$ cat src/design/dps_pkg.sv
// ----------------------------------------------------------------------------
// dps_pkg
// Shared types, register indexes and reset values of the debounced power
// sequencer.
// ----------------------------------------------------------------------------
package dps_pkg;

  localparam int DPS_QUEUE_DEPTH = 2;

  localparam int DPS_BUTTONS_W  = 4;
  localparam int DPS_CFG_IDX_W  = 3;
  localparam int DPS_CFG_DATA_W = 16;

  localparam logic [DPS_CFG_IDX_W-1:0] REG_STABLE_TICKS      = 3'd0;
  localparam logic [DPS_CFG_IDX_W-1:0] REG_POWER_ON_DELAY    = 3'd1;
  localparam logic [DPS_CFG_IDX_W-1:0] REG_SHORT_PULSE_TICKS = 3'd2;
  localparam logic [DPS_CFG_IDX_W-1:0] REG_LONG_PULSE_TICKS  = 3'd3;
  localparam logic [DPS_CFG_IDX_W-1:0] REG_BLINK_HALF_PERIOD = 3'd4;

  localparam logic [7:0]  RESET_STABLE_TICKS      = 8'd5;
  localparam logic [15:0] RESET_POWER_ON_DELAY    = 16'd2000;
  localparam logic [15:0] RESET_SHORT_PULSE_TICKS = 16'd100;
  localparam logic [15:0] RESET_LONG_PULSE_TICKS  = 16'd500;
  localparam logic [7:0]  RESET_BLINK_HALF_PERIOD = 8'd250;

  localparam logic [1:0] MODE_CODE_OFF  = 2'd0;
  localparam logic [1:0] MODE_CODE_WAIT = 2'd1;
  localparam logic [1:0] MODE_CODE_ON   = 2'd2;

  localparam int BTN_OFF   = 0;
  localparam int BTN_START = 1;

  typedef struct packed {
    logic [7:0]  stable_ticks;
    logic [15:0] power_on_delay;
    logic [15:0] short_pulse_ticks;
    logic [15:0] long_pulse_ticks;
    logic [7:0]  blink_half_period;
  } cfg_t;

  typedef struct packed {
    logic [1:0]               power_mode;
    logic                     pulse_active;
    logic                     status_lamp;
    logic                     ready_lamp;
    logic [DPS_BUTTONS_W-1:0] pressed_buttons;
  } result_t;

endpackage

$ cat src/design/debounced_power_sequencer_top.sv
// ----------------------------------------------------------------------------
// debounced_power_sequencer_top
// Debounces four active-low buttons and sequences power, pulse and lamps.
//
//   channel  handshake        payload
//   -------  ---------------  ---------------------------------------------
//   input    push / full      raw_buttons
//   result   pop / empty      power_mode, pulse_active, status_lamp,
//                             ready_lamp, pressed_buttons
//   config   cfg_write        cfg_index, cfg_data
//
// One beat per cycle in and out while no queue stalls; a result is written to the
// middle queue and then to the result queue before it shows. The debounce front
// and the sequencer back are each combinational over registered state, split by
// a queue so either side can stall alone. A full result queue stalls the back;
// the front stalls only when the middle queue fills as well, and full follows it.
// rst is synchronous; it empties both queues and restores register defaults.
// ----------------------------------------------------------------------------
module debounced_power_sequencer_top #(
  parameter int QUEUE_DEPTH = dps_pkg::DPS_QUEUE_DEPTH
) (
  input  logic                              clk,
  input  logic                              rst,
  input  logic                              push,
  output logic                              full,
  input  logic [dps_pkg::DPS_BUTTONS_W-1:0]  raw_buttons,
  output logic                              empty,
  input  logic                              pop,
  output logic [1:0]                        power_mode,
  output logic                              pulse_active,
  output logic                              status_lamp,
  output logic                              ready_lamp,
  output logic [dps_pkg::DPS_BUTTONS_W-1:0]  pressed_buttons,
  input  logic                              cfg_write,
  input  logic [dps_pkg::DPS_CFG_IDX_W-1:0]  cfg_index,
  input  logic [dps_pkg::DPS_CFG_DATA_W-1:0] cfg_data
);
  import dps_pkg::*;

  cfg_t                     cfg;
  logic                     accept;
  logic [DPS_BUTTONS_W-1:0] front_flags;
  logic [DPS_BUTTONS_W-1:0] mid_flags;
  logic                     mid_full;
  logic                     mid_empty;
  logic                     out_full;
  logic                     step;
  result_t                  back_result;
  result_t                  out_result;

  always_ff @(posedge clk) begin
    if (rst) begin
      cfg.stable_ticks      <= RESET_STABLE_TICKS;
      cfg.power_on_delay    <= RESET_POWER_ON_DELAY;
      cfg.short_pulse_ticks <= RESET_SHORT_PULSE_TICKS;
      cfg.long_pulse_ticks  <= RESET_LONG_PULSE_TICKS;
      cfg.blink_half_period <= RESET_BLINK_HALF_PERIOD;
    end else if (cfg_write) begin
      case (cfg_index)
        REG_STABLE_TICKS:      cfg.stable_ticks      <= cfg_data[7:0];
        REG_POWER_ON_DELAY:    cfg.power_on_delay    <= cfg_data;
        REG_SHORT_PULSE_TICKS: cfg.short_pulse_ticks <= cfg_data;
        REG_LONG_PULSE_TICKS:  cfg.long_pulse_ticks  <= cfg_data;
        REG_BLINK_HALF_PERIOD: cfg.blink_half_period <= cfg_data[7:0];
        default: ;
      endcase
    end
  end

  assign full   = mid_full;
  assign accept = push && !mid_full;
  assign step   = !mid_empty && !out_full;

  dps_front u_front (
    .clk          (clk),
    .rst          (rst),
    .accept       (accept),
    .raw_buttons  (raw_buttons),
    .stable_ticks (cfg.stable_ticks),
    .flags        (front_flags)
  );

  dps_fifo #(
    .WIDTH (DPS_BUTTONS_W),
    .DEPTH (QUEUE_DEPTH)
  ) u_mid_q (
    .clk     (clk),
    .rst     (rst),
    .wr_en   (accept),
    .wr_data (front_flags),
    .rd_en   (step),
    .rd_data (mid_flags),
    .full    (mid_full),
    .empty   (mid_empty)
  );

  dps_back u_back (
    .clk    (clk),
    .rst    (rst),
    .step   (step),
    .flags  (mid_flags),
    .cfg    (cfg),
    .result (back_result)
  );

  dps_fifo #(
    .WIDTH ($bits(result_t)),
    .DEPTH (QUEUE_DEPTH)
  ) u_out_q (
    .clk     (clk),
    .rst     (rst),
    .wr_en   (step),
    .wr_data (back_result),
    .rd_en   (pop && !empty),
    .rd_data (out_result),
    .full    (out_full),
    .empty   (empty)
  );

  assign power_mode      = out_result.power_mode;
  assign pulse_active    = out_result.pulse_active;
  assign status_lamp     = out_result.status_lamp;
  assign ready_lamp      = out_result.ready_lamp;
  assign pressed_buttons = out_result.pressed_buttons;
endmodule

$ cat src/design/dps_fifo.sv
// ----------------------------------------------------------------------------
// dps_fifo
// Small register queue; one beat in and one beat out per cycle.
// ----------------------------------------------------------------------------
module dps_fifo #(
  parameter int WIDTH = 4,
  parameter int DEPTH = 2
) (
  input  logic             clk,
  input  logic             rst,
  input  logic             wr_en,
  input  logic [WIDTH-1:0] wr_data,
  input  logic             rd_en,
  output logic [WIDTH-1:0] rd_data,
  output logic             full,
  output logic             empty
);
  localparam int PTR_W = (DEPTH > 1) ? $clog2(DEPTH) : 1;
  localparam int CNT_W = $clog2(DEPTH + 1);

  logic [WIDTH-1:0] mem [DEPTH];
  logic [PTR_W-1:0] wr_ptr;
  logic [PTR_W-1:0] rd_ptr;
  logic [CNT_W-1:0] count;

  assign full    = (count == CNT_W'(DEPTH));
  assign empty   = (count == '0);
  assign rd_data = mem[rd_ptr];

  always_ff @(posedge clk) begin
    if (wr_en) begin
      mem[wr_ptr] <= wr_data;
    end
  end

  always_ff @(posedge clk) begin
    if (rst) begin
      wr_ptr <= '0;
      rd_ptr <= '0;
      count  <= '0;
    end else begin
      if (wr_en) begin
        wr_ptr <= (wr_ptr == PTR_W'(DEPTH - 1)) ? '0 : wr_ptr + 1'b1;
      end
      if (rd_en) begin
        rd_ptr <= (rd_ptr == PTR_W'(DEPTH - 1)) ? '0 : rd_ptr + 1'b1;
      end
      if (wr_en && !rd_en) begin
        count <= count + 1'b1;
      end else if (!wr_en && rd_en) begin
        count <= count - 1'b1;
      end
    end
  end
endmodule

$ cat src/design/dps_front.sv
// ----------------------------------------------------------------------------
// dps_front
// Debounce stage: tracks how long the raw level stays unchanged and updates
// the pressed flags once it has been stable long enough.
// ----------------------------------------------------------------------------
module dps_front (
  input  logic                             clk,
  input  logic                             rst,
  input  logic                             accept,
  input  logic [dps_pkg::DPS_BUTTONS_W-1:0] raw_buttons,
  input  logic [7:0]                       stable_ticks,
  output logic [dps_pkg::DPS_BUTTONS_W-1:0] flags
);
  import dps_pkg::*;

  logic [DPS_BUTTONS_W-1:0] last_raw;
  logic [DPS_BUTTONS_W-1:0] last_raw_next;
  logic [7:0]               equal_run;
  logic [7:0]               equal_run_next;
  logic [DPS_BUTTONS_W-1:0] pressed_flags;
  logic [DPS_BUTTONS_W-1:0] pressed_flags_next;

  always_comb begin
    last_raw_next      = last_raw;
    equal_run_next     = equal_run;
    pressed_flags_next = pressed_flags;
    if (raw_buttons == last_raw) begin
      if (equal_run < stable_ticks) begin
        equal_run_next = equal_run + 8'd1;
      end
    end else begin
      last_raw_next  = raw_buttons;
      equal_run_next = '0;
    end
    if (equal_run_next == stable_ticks) begin
      pressed_flags_next = ~raw_buttons;
    end
  end

  assign flags = pressed_flags_next;

  always_ff @(posedge clk) begin
    if (rst) begin
      last_raw      <= '0;
      equal_run     <= '0;
      pressed_flags <= '0;
    end else if (accept) begin
      last_raw      <= last_raw_next;
      equal_run     <= equal_run_next;
      pressed_flags <= pressed_flags_next;
    end
  end
endmodule

$ cat src/design/dps_back.sv
// ----------------------------------------------------------------------------
// dps_back
// Power state machine, pulse timer and lamp driver, advanced once per
// debounced beat.
// ----------------------------------------------------------------------------
module dps_back (
  input  logic                             clk,
  input  logic                             rst,
  input  logic                             step,
  input  logic [dps_pkg::DPS_BUTTONS_W-1:0] flags,
  input  dps_pkg::cfg_t                    cfg,
  output dps_pkg::result_t                 result
);
  import dps_pkg::*;

  typedef enum logic [2:0] {
    MODE_OFF  = 3'b001,
    MODE_WAIT = 3'b010,
    MODE_ON   = 3'b100
  } mode_t;

  mode_t       mode;
  mode_t       mode_next;
  logic [15:0] power_cnt;
  logic [15:0] power_cnt_next;
  logic [15:0] power_cnt_dec;
  logic [1:0]  prev_hi;
  logic [1:0]  hi_now;
  logic [15:0] pulse_cnt;
  logic [15:0] pulse_cnt_next;
  logic [15:0] pulse_load;
  logic        pulse_level_next;
  logic [7:0]  blink_cnt;
  logic [7:0]  blink_cnt_next;
  logic [1:0]  lamps;
  logic [1:0]  lamps_next;

  assign power_cnt_dec = power_cnt - 16'd1;
  assign hi_now        = flags[3:2];

  always_comb begin
    mode_next      = mode;
    power_cnt_next = power_cnt;
    case (mode)
      MODE_OFF: begin
        if (flags[BTN_START]) begin
          mode_next      = MODE_WAIT;
          power_cnt_next = cfg.power_on_delay;
        end
      end
      MODE_WAIT: begin
        power_cnt_next = power_cnt_dec;
        if (power_cnt_dec == '0) begin
          mode_next = MODE_ON;
        end
        if (flags[BTN_OFF]) begin
          mode_next = MODE_OFF;
        end
      end
      MODE_ON: begin
        if (flags[BTN_OFF]) begin
          mode_next = MODE_OFF;
        end
      end
      default: begin
        mode_next = MODE_OFF;
      end
    endcase
  end

  always_comb begin
    pulse_load = pulse_cnt;
    if (hi_now[0] && !prev_hi[0]) begin
      pulse_load = cfg.short_pulse_ticks;
    end
    if (hi_now[1] && !prev_hi[1]) begin
      pulse_load = cfg.long_pulse_ticks;
    end
    pulse_cnt_next   = '0;
    pulse_level_next = 1'b0;
    if (mode_next == MODE_ON && pulse_load != '0) begin
      pulse_cnt_next   = pulse_load - 16'd1;
      pulse_level_next = 1'b1;
    end
  end

  always_comb begin
    blink_cnt_next = blink_cnt;
    lamps_next     = lamps;
    case (mode_next)
      MODE_OFF: begin
        blink_cnt_next = '0;
        lamps_next     = 2'b00;
      end
      MODE_WAIT: begin
        if (blink_cnt == '0) begin
          blink_cnt_next = cfg.blink_half_period;
          lamps_next[0]  = ~lamps[0];
        end else begin
          blink_cnt_next = blink_cnt - 8'd1;
        end
      end
      MODE_ON: begin
        lamps_next = 2'b11;
      end
      default: begin
        lamps_next = lamps;
      end
    endcase
  end

  always_comb begin
    case (mode_next)
      MODE_WAIT: result.power_mode = MODE_CODE_WAIT;
      MODE_ON:   result.power_mode = MODE_CODE_ON;
      default:   result.power_mode = MODE_CODE_OFF;
    endcase
    result.pulse_active    = pulse_level_next;
    result.status_lamp     = lamps_next[0];
    result.ready_lamp      = lamps_next[1];
    result.pressed_buttons = flags;
  end

  always_ff @(posedge clk) begin
    if (rst) begin
      mode      <= MODE_OFF;
      power_cnt <= '0;
      prev_hi   <= '0;
      pulse_cnt <= '0;
      blink_cnt <= '0;
      lamps     <= '0;
    end else if (step) begin
      mode      <= mode_next;
      power_cnt <= power_cnt_next;
      prev_hi   <= hi_now;
      pulse_cnt <= pulse_cnt_next;
      blink_cnt <= blink_cnt_next;
      lamps     <= lamps_next;
    end
  end
endmodule

$ cat config.mk
export PLATFORM = sky130hd
export DESIGN_NAME = debounced_power_sequencer_top
export DESIGN_NICKNAME = d
export VERILOG_FILES = /design/src/design/dps_pkg.sv /design/src/design/debounced_power_sequencer_top.sv /design/src/design/dps_fifo.sv /design/src/design/dps_front.sv /design/src/design/dps_back.sv
export SDC_FILE = /design/constraint.sdc
export NUM_CORES = 1
export LEC_CHECK = 0
export BUFFER_PORTS_ARGS = -buffer_cell sky130_fd_sc_hd__buf_2
export CAP_MARGIN = 5
export CORE_MARGIN = 8
export CORE_UTILIZATION = 45
export CTS_CLUSTER_DIAMETER = 40
export DETAILED_ROUTE_END_ITERATION = 8
export PLACE_DENSITY = 0.66
export REMOVE_ABC_BUFFERS = 1
export SYNTH_ARGS = -nofsm -noshare
export SYNTH_HDL_FRONTEND = slang
export SYNTH_SLANG_ARGS = --single-unit
$ cat constraint.sdc
create_clock -name clk -period 4.2 [get_ports clk]
set_input_delay 0 -clock clk [delete_from_list [all_inputs] [get_ports clk]]
set_output_delay 0 -clock clk [all_outputs]
set_load 0.01 [all_outputs]
# ---- Word-level counts from Yosys, hierarchy flattened
# Memories as Yosys holds them, arrays and structs flattened. A register that Yosys moved wholly into a read port is not among the register bits.
# Index checks and enable logic that the tools add are counted.
dict set report word_totals {
  ff_bits 135
  mem_bits_rw 26
  inputBits 28
  out_inout_bits 11
  elab_cells 126
  n_memories 2
}
# name words width read_ports rd_ports_with_merged_regs write_ports line_no
set mem_list {}
lappend mem_list {u_out_q.mem 2 9 1 1 1 dps_fifo.sv:21} ;# logic [WIDTH-1:0] mem [DEPTH];
lappend mem_list {u_mid_q.mem 2 4 1 1 1 dps_fifo.sv:21}
dict set report op_classes {
  n_addsub 12
  magnitude_cmp 1
  n_eq_ne 15
  n_mux 36
  bitwise 3
  n_reduce_logical 37
}
# cell count
set ops {}
lappend ops {{16-bit two-way mux} 4}
lappend ops {{16-bit one-hot mux with 2 select lines} 1}
lappend ops {{16-bit by 1-bit subtractor with 16-bit output, second input constant} 2}
lappend ops {{8-bit two-way mux} 3}
lappend ops {{16-bit logical NOT} 1}
lappend ops {{8-bit one-hot mux with 2 select lines} 1}
lappend ops {{16-bit nonzero test} 1}
lappend ops {{1-bit two-way mux} 14}
lappend ops {{2-bit AND reduction} 7}
lappend ops {{3-bit by 2-bit equality test with 1-bit output, second input constant} 4}
lappend ops {{3-bit two-way mux} 4}
lappend ops {{1-bit logical AND} 10}
lappend ops {{3-bit by 1-bit equality test with 1-bit output, second input constant} 3}
lappend ops {{3-bit equality test, second input constant} 3}
lappend ops {{1-bit logical NOT} 9}
lappend ops {{3-bit one-hot mux with 3 select lines} 1}
lappend ops {{8-bit by 1-bit adder with 8-bit output, second input constant} 1}
lappend ops {{8-bit equality test} 1}
lappend ops {{8-bit logical NOT} 1}
lappend ops {{8-bit less-than comparator} 1}
lappend ops {{2-bit two-way mux} 4}
lappend ops {{2-bit nonzero test} 4}
lappend ops {{8-bit by 1-bit subtractor with 8-bit output, second input constant} 1}
lappend ops {{1-bit adder, second input constant} 4}
lappend ops {{14 further kinds} 19}

# ---- Logic depth before layout (Yosys ltp)
dict set report logic_depth {
  ltp_word 8
  mapped_depth 14
  depth_no_buf 12
}

# ---- Modules after synthesis
# Synthesis repeated with hierarchy kept, for this count alone.
dict set report hier_totals {
  hier_cells 956
  hier_area_um2 8694.6
}
# module n_inst cells_each area_per_inst_um2 seq_area_each_um2
set modules_own_cells {}
lappend modules_own_cells {dps_back 1 447 3344.5 940.9}
lappend modules_own_cells {debounced_power_sequencer_top 1 249 2608.8 1281.2}
lappend modules_own_cells {dps_front 1 176 1393.8 320.3}
lappend modules_own_cells {{dps_fifo at u_out_q} 1 50 854.6 640.6}
lappend modules_own_cells {{dps_fifo at u_mid_q} 1 34 493.0 340.3}

# ---- Worst setup path after synthesis
# Ideal clock, no wire load.
dict set report synth_path {
  path_kind {register to register}
  from {reg (tool-made name)}
  to {reg u_back.pulse_cnt[10]}
  setup_ns 0.117
  t_arrival_ns 3.111
  required_time_ns 4.083
  slack_ns 0.972
  stages_incl_launch_ff 14
  n_path_buf 2
  synth_period_minus_slack_ns 3.228
  cell_sequence {dfxtp_1 > mux2i_1 > inv_1 > nand2b_1 > clkbuf_1 > a31o_2 > ha_1 > o31ai_1 > a31oi_2 > or3b_1 > or4_1 > o21a_1 > buf_6 > a32o_1}
}
# item line_no
set synth_lines {}
lappend synth_lines {{end signal, assigned} dps_back.sv:136} ;# pulse_cnt <= pulse_cnt_next;
lappend synth_lines {{end, declared} dps_back.sv:29} ;# logic [15:0] pulse_cnt;

==> out/qor.txt <==
Power Density: 604 nW/µm²
Detailed Place HPWL: 14400 µm
Initial Util: 45.9%
wire length of the first global-routing pass: 34900 µm
worst setup path end: u_back.pulse_cnt[13]
DRC: 0
cell family with most CP delay: simple AND/OR/NAND/NOR gates
synth unique cells: 69
diode count: 0
largest area contributor in the netlist: dfxtp_1
crit-path cells: mux2i_1, buf_4, inv_1, nand2b_1, buf_4, a31o_2, ha_1, o31ai_1, a31oi_2, or3b_1, or4_1, o21a_1, nand2_1, o21ai_0
Routability Congestion: 0.872
H-tree levels: 4
initial antenna violation count: 0
chip width: 151 µm
Slew HR: 26.4%
Fin. Hold Viols: 0
Clock Skew: 0.0120 ns
Period minus WS final: 3.59 ns
CTS tree: built
Arr. time, crit path: 3.89 ns
Top FF cell, synth: dfxtp_1
share of cells above drive strength 1: 11.3%
die area: 22900 µm²
IO buf count: 38
WS Path Type: reg -> reg
ys async rst share: 0%
Yosys top cell area share: 33.3%
Total GRT Usage: 19.1%
VDD IR max: 0.342 mV
top cells by count, synth: nand2_1 (207), dfxtp_1 (137), nor2_1 (91)
Synth Warn #: 0
syn avg cell area: 8.04 µm²
vias in the first global route: 6932
Reg2Reg Depth: 14
largest cells by area after synthesis: dfxtp_1 (33%), edfxtp_1 (9.5%), nand2_1 (9.4%)
register area: 3520 µm²
clk sinks: 163
EDFF count, synth: 26
FF-to-FF setup slack: 0.61 ns
CP Max Fanout: 14
Worst-Skew Late Latency: 0.43 ns
WL per Instance: 16.2 µm
largest net degree at the start of global routing: 61
clk buf depth: 2
Total Neg Setup Slack: 0 ns
DR vias/cell: 5.57
footprint of the multi-input gates: 4380 µm²
outcome: complete, no violations
sequential fraction of the synthesis area: 42.7%
Lkg Pwr: 0.00349 µW
Mapped Area: 8250 µm²
initial DRC count: 532
hold slack: 0.0868 ns
postcts setup bufs: 0
RSZ-0062 raised after global routing: false
Final Cycle Share: 85.4%
fmax: 279 MHz
CP bufs+invs: 3
most frequent cell after synthesis: nand2_1
crit path launch type: flip-flop
final net count: 1098
reg2reg end: u_back.pulse_cnt[13]
Syn-to-layout area delta: 13.3%
CP max-delay cell: or3b_1
Num CTS Buffers: 17
drt pass-1 iters: 5
Levels on crit path: 14
global route overflow: 0
row cnt: 49
synthesized flop and latch total: 163
Critical Path End Type: flip-flop
via count: 7228
hold depth: 2
hold crit path type: in -> reg
Detail Route Antenna Nets: 0
CP most frequent cell: buf_4
Worst-path clk slew: 0.07 ns
fillers: 1715
worst slew pin tran: 1.10 ns
Max Slew Vio Count: 0
Root Driver: clkbuf_16
Chip Height: 151 µm
CORE AREA: 18000 µm²
Final setup viols: 0
DRT Wirelength: 21000 µm
max incr delay on CP: 0.45 ns
Max-Cap Viols: 0
I/O pins: 39
worst endpoint required time: 4.50 ns
synthesized instance count: 1025
[worst min path at each step]
stage	from	to	slack [ns]
after detailed placement	cfg_data[10]	cfg[50]	0.26
final	rst	u_front.equal_run[3]	0.09
after global routing	push	u_mid_q.mem[1][2]	0.1
after global placement	cfg_data[10]	cfg[50]	0.26
after CTS	rst	u_front.equal_run[3]	0.07
after floorplan	rst	cfg[0]	0.07
[flip-flops by register name, indices dropped and copies added (netlist names), 2 cells and up, named ones only]
signal,flops
cfg,64
u_out_q.mem,18
u_back.power_cnt,16
u_back.pulse_cnt,16
u_back.blink_cnt,8
u_front.equal_run,8
u_mid_q.mem,8
u_front.last_raw,4
u_front.pressed_flags,4
u_back.mode,3
u_back.lamps,2
u_back.prev_hi,2
u_mid_q.count,2
u_out_q.count,2
[power breakdown]
part / switching (µW) / internal, µW
registers: 203 / 1840
logic: 1300 / 822
clock network: 633 / 840
total: 2140 / 3500
[per-stage QoR]
stage                     total power, µW  cells  worst slack, ns  cell area (µm²)  util, %
after floorplan                      3560    969            0.610             8020        -
after global placement               4140   1245            0.720             8570     47.7
after detailed placement             4170   1245            0.659             8570     47.7
after CTS                            5670   1297            0.621             9350     52.0
after global routing                 6030   1297            0.297             9350     52.0
final                                5640   1297            0.614             9350     52.0
[layer usage]
metal	part of all wire [%]	vias to the layer above	GRT usage, %
met5	0	-	0
met4	1.8	0	6.48
met3	3.5	29	3.56
met2	47	132	31.1
met1	47	3403	24.9
li1	-	3664	-
[placed cells by master (no fill, tap or decap), types with 4 or more instances in the layout]
cell type      count
a21oi_1           88
edfxtp_1          26
a211oi_1           8
o211ai_1           7
ha_1              14
mux2i_1           20
clkbuf_16         19
a31oi_1           10
nor4_1            10
mux2_2            16
xnor2_1           21
o2111ai_1          4
o21ai_0           56
nand2_1          207
nor2b_1            6
or3_1              6
and3_1             7
nand3_1           57
or2_2              5
buf_2             37
a21o_1             4
dlygate4sd3_1     21
a31o_2             6
nor3_1            22
nand3b_1           6
nand2b_1           7
a22oi_1           11
nand4_1           12
clkinvlp_4         4
dfxtp_1          137
nor2_1            91
xor2_1            15
and2_1             5
or4_1              4
buf_4             10
inv_1             28
[final cells by class]
class | instances | area share, %
Clock buffer | 21 | 5.28
Clock inverter | 10 | 0.763
Inverter | 31 | 1.25
Multi-Input combinational cell | 775 | 46.9
Sequential cell | 163 | 37.7
Tap cell | 229 | 3.07
Timing Repair Buffer | 68 | 5.03
[kinds of logic (layout without fill, tap and decap cells)]
kind of cell,Yosys count,count (layout),synth area share [%]
simple gates,464,464,25.9
compound gates,225,225,16.6
flops,163,163,42.7
buf+inv,87,130,4.17
xor+xnor,36,36,3.82
mux,36,36,4.61
fa+ha+maj,14,14,2.12
[repair_timing]
action	in CTS	in global routing
hold buffers	21	0
gates resized for setup	0	0
endpoints found under the setup margin	0	0
hold endpoints to repair	81	0
No activity file was read; power rests on OpenSTA's default activity.
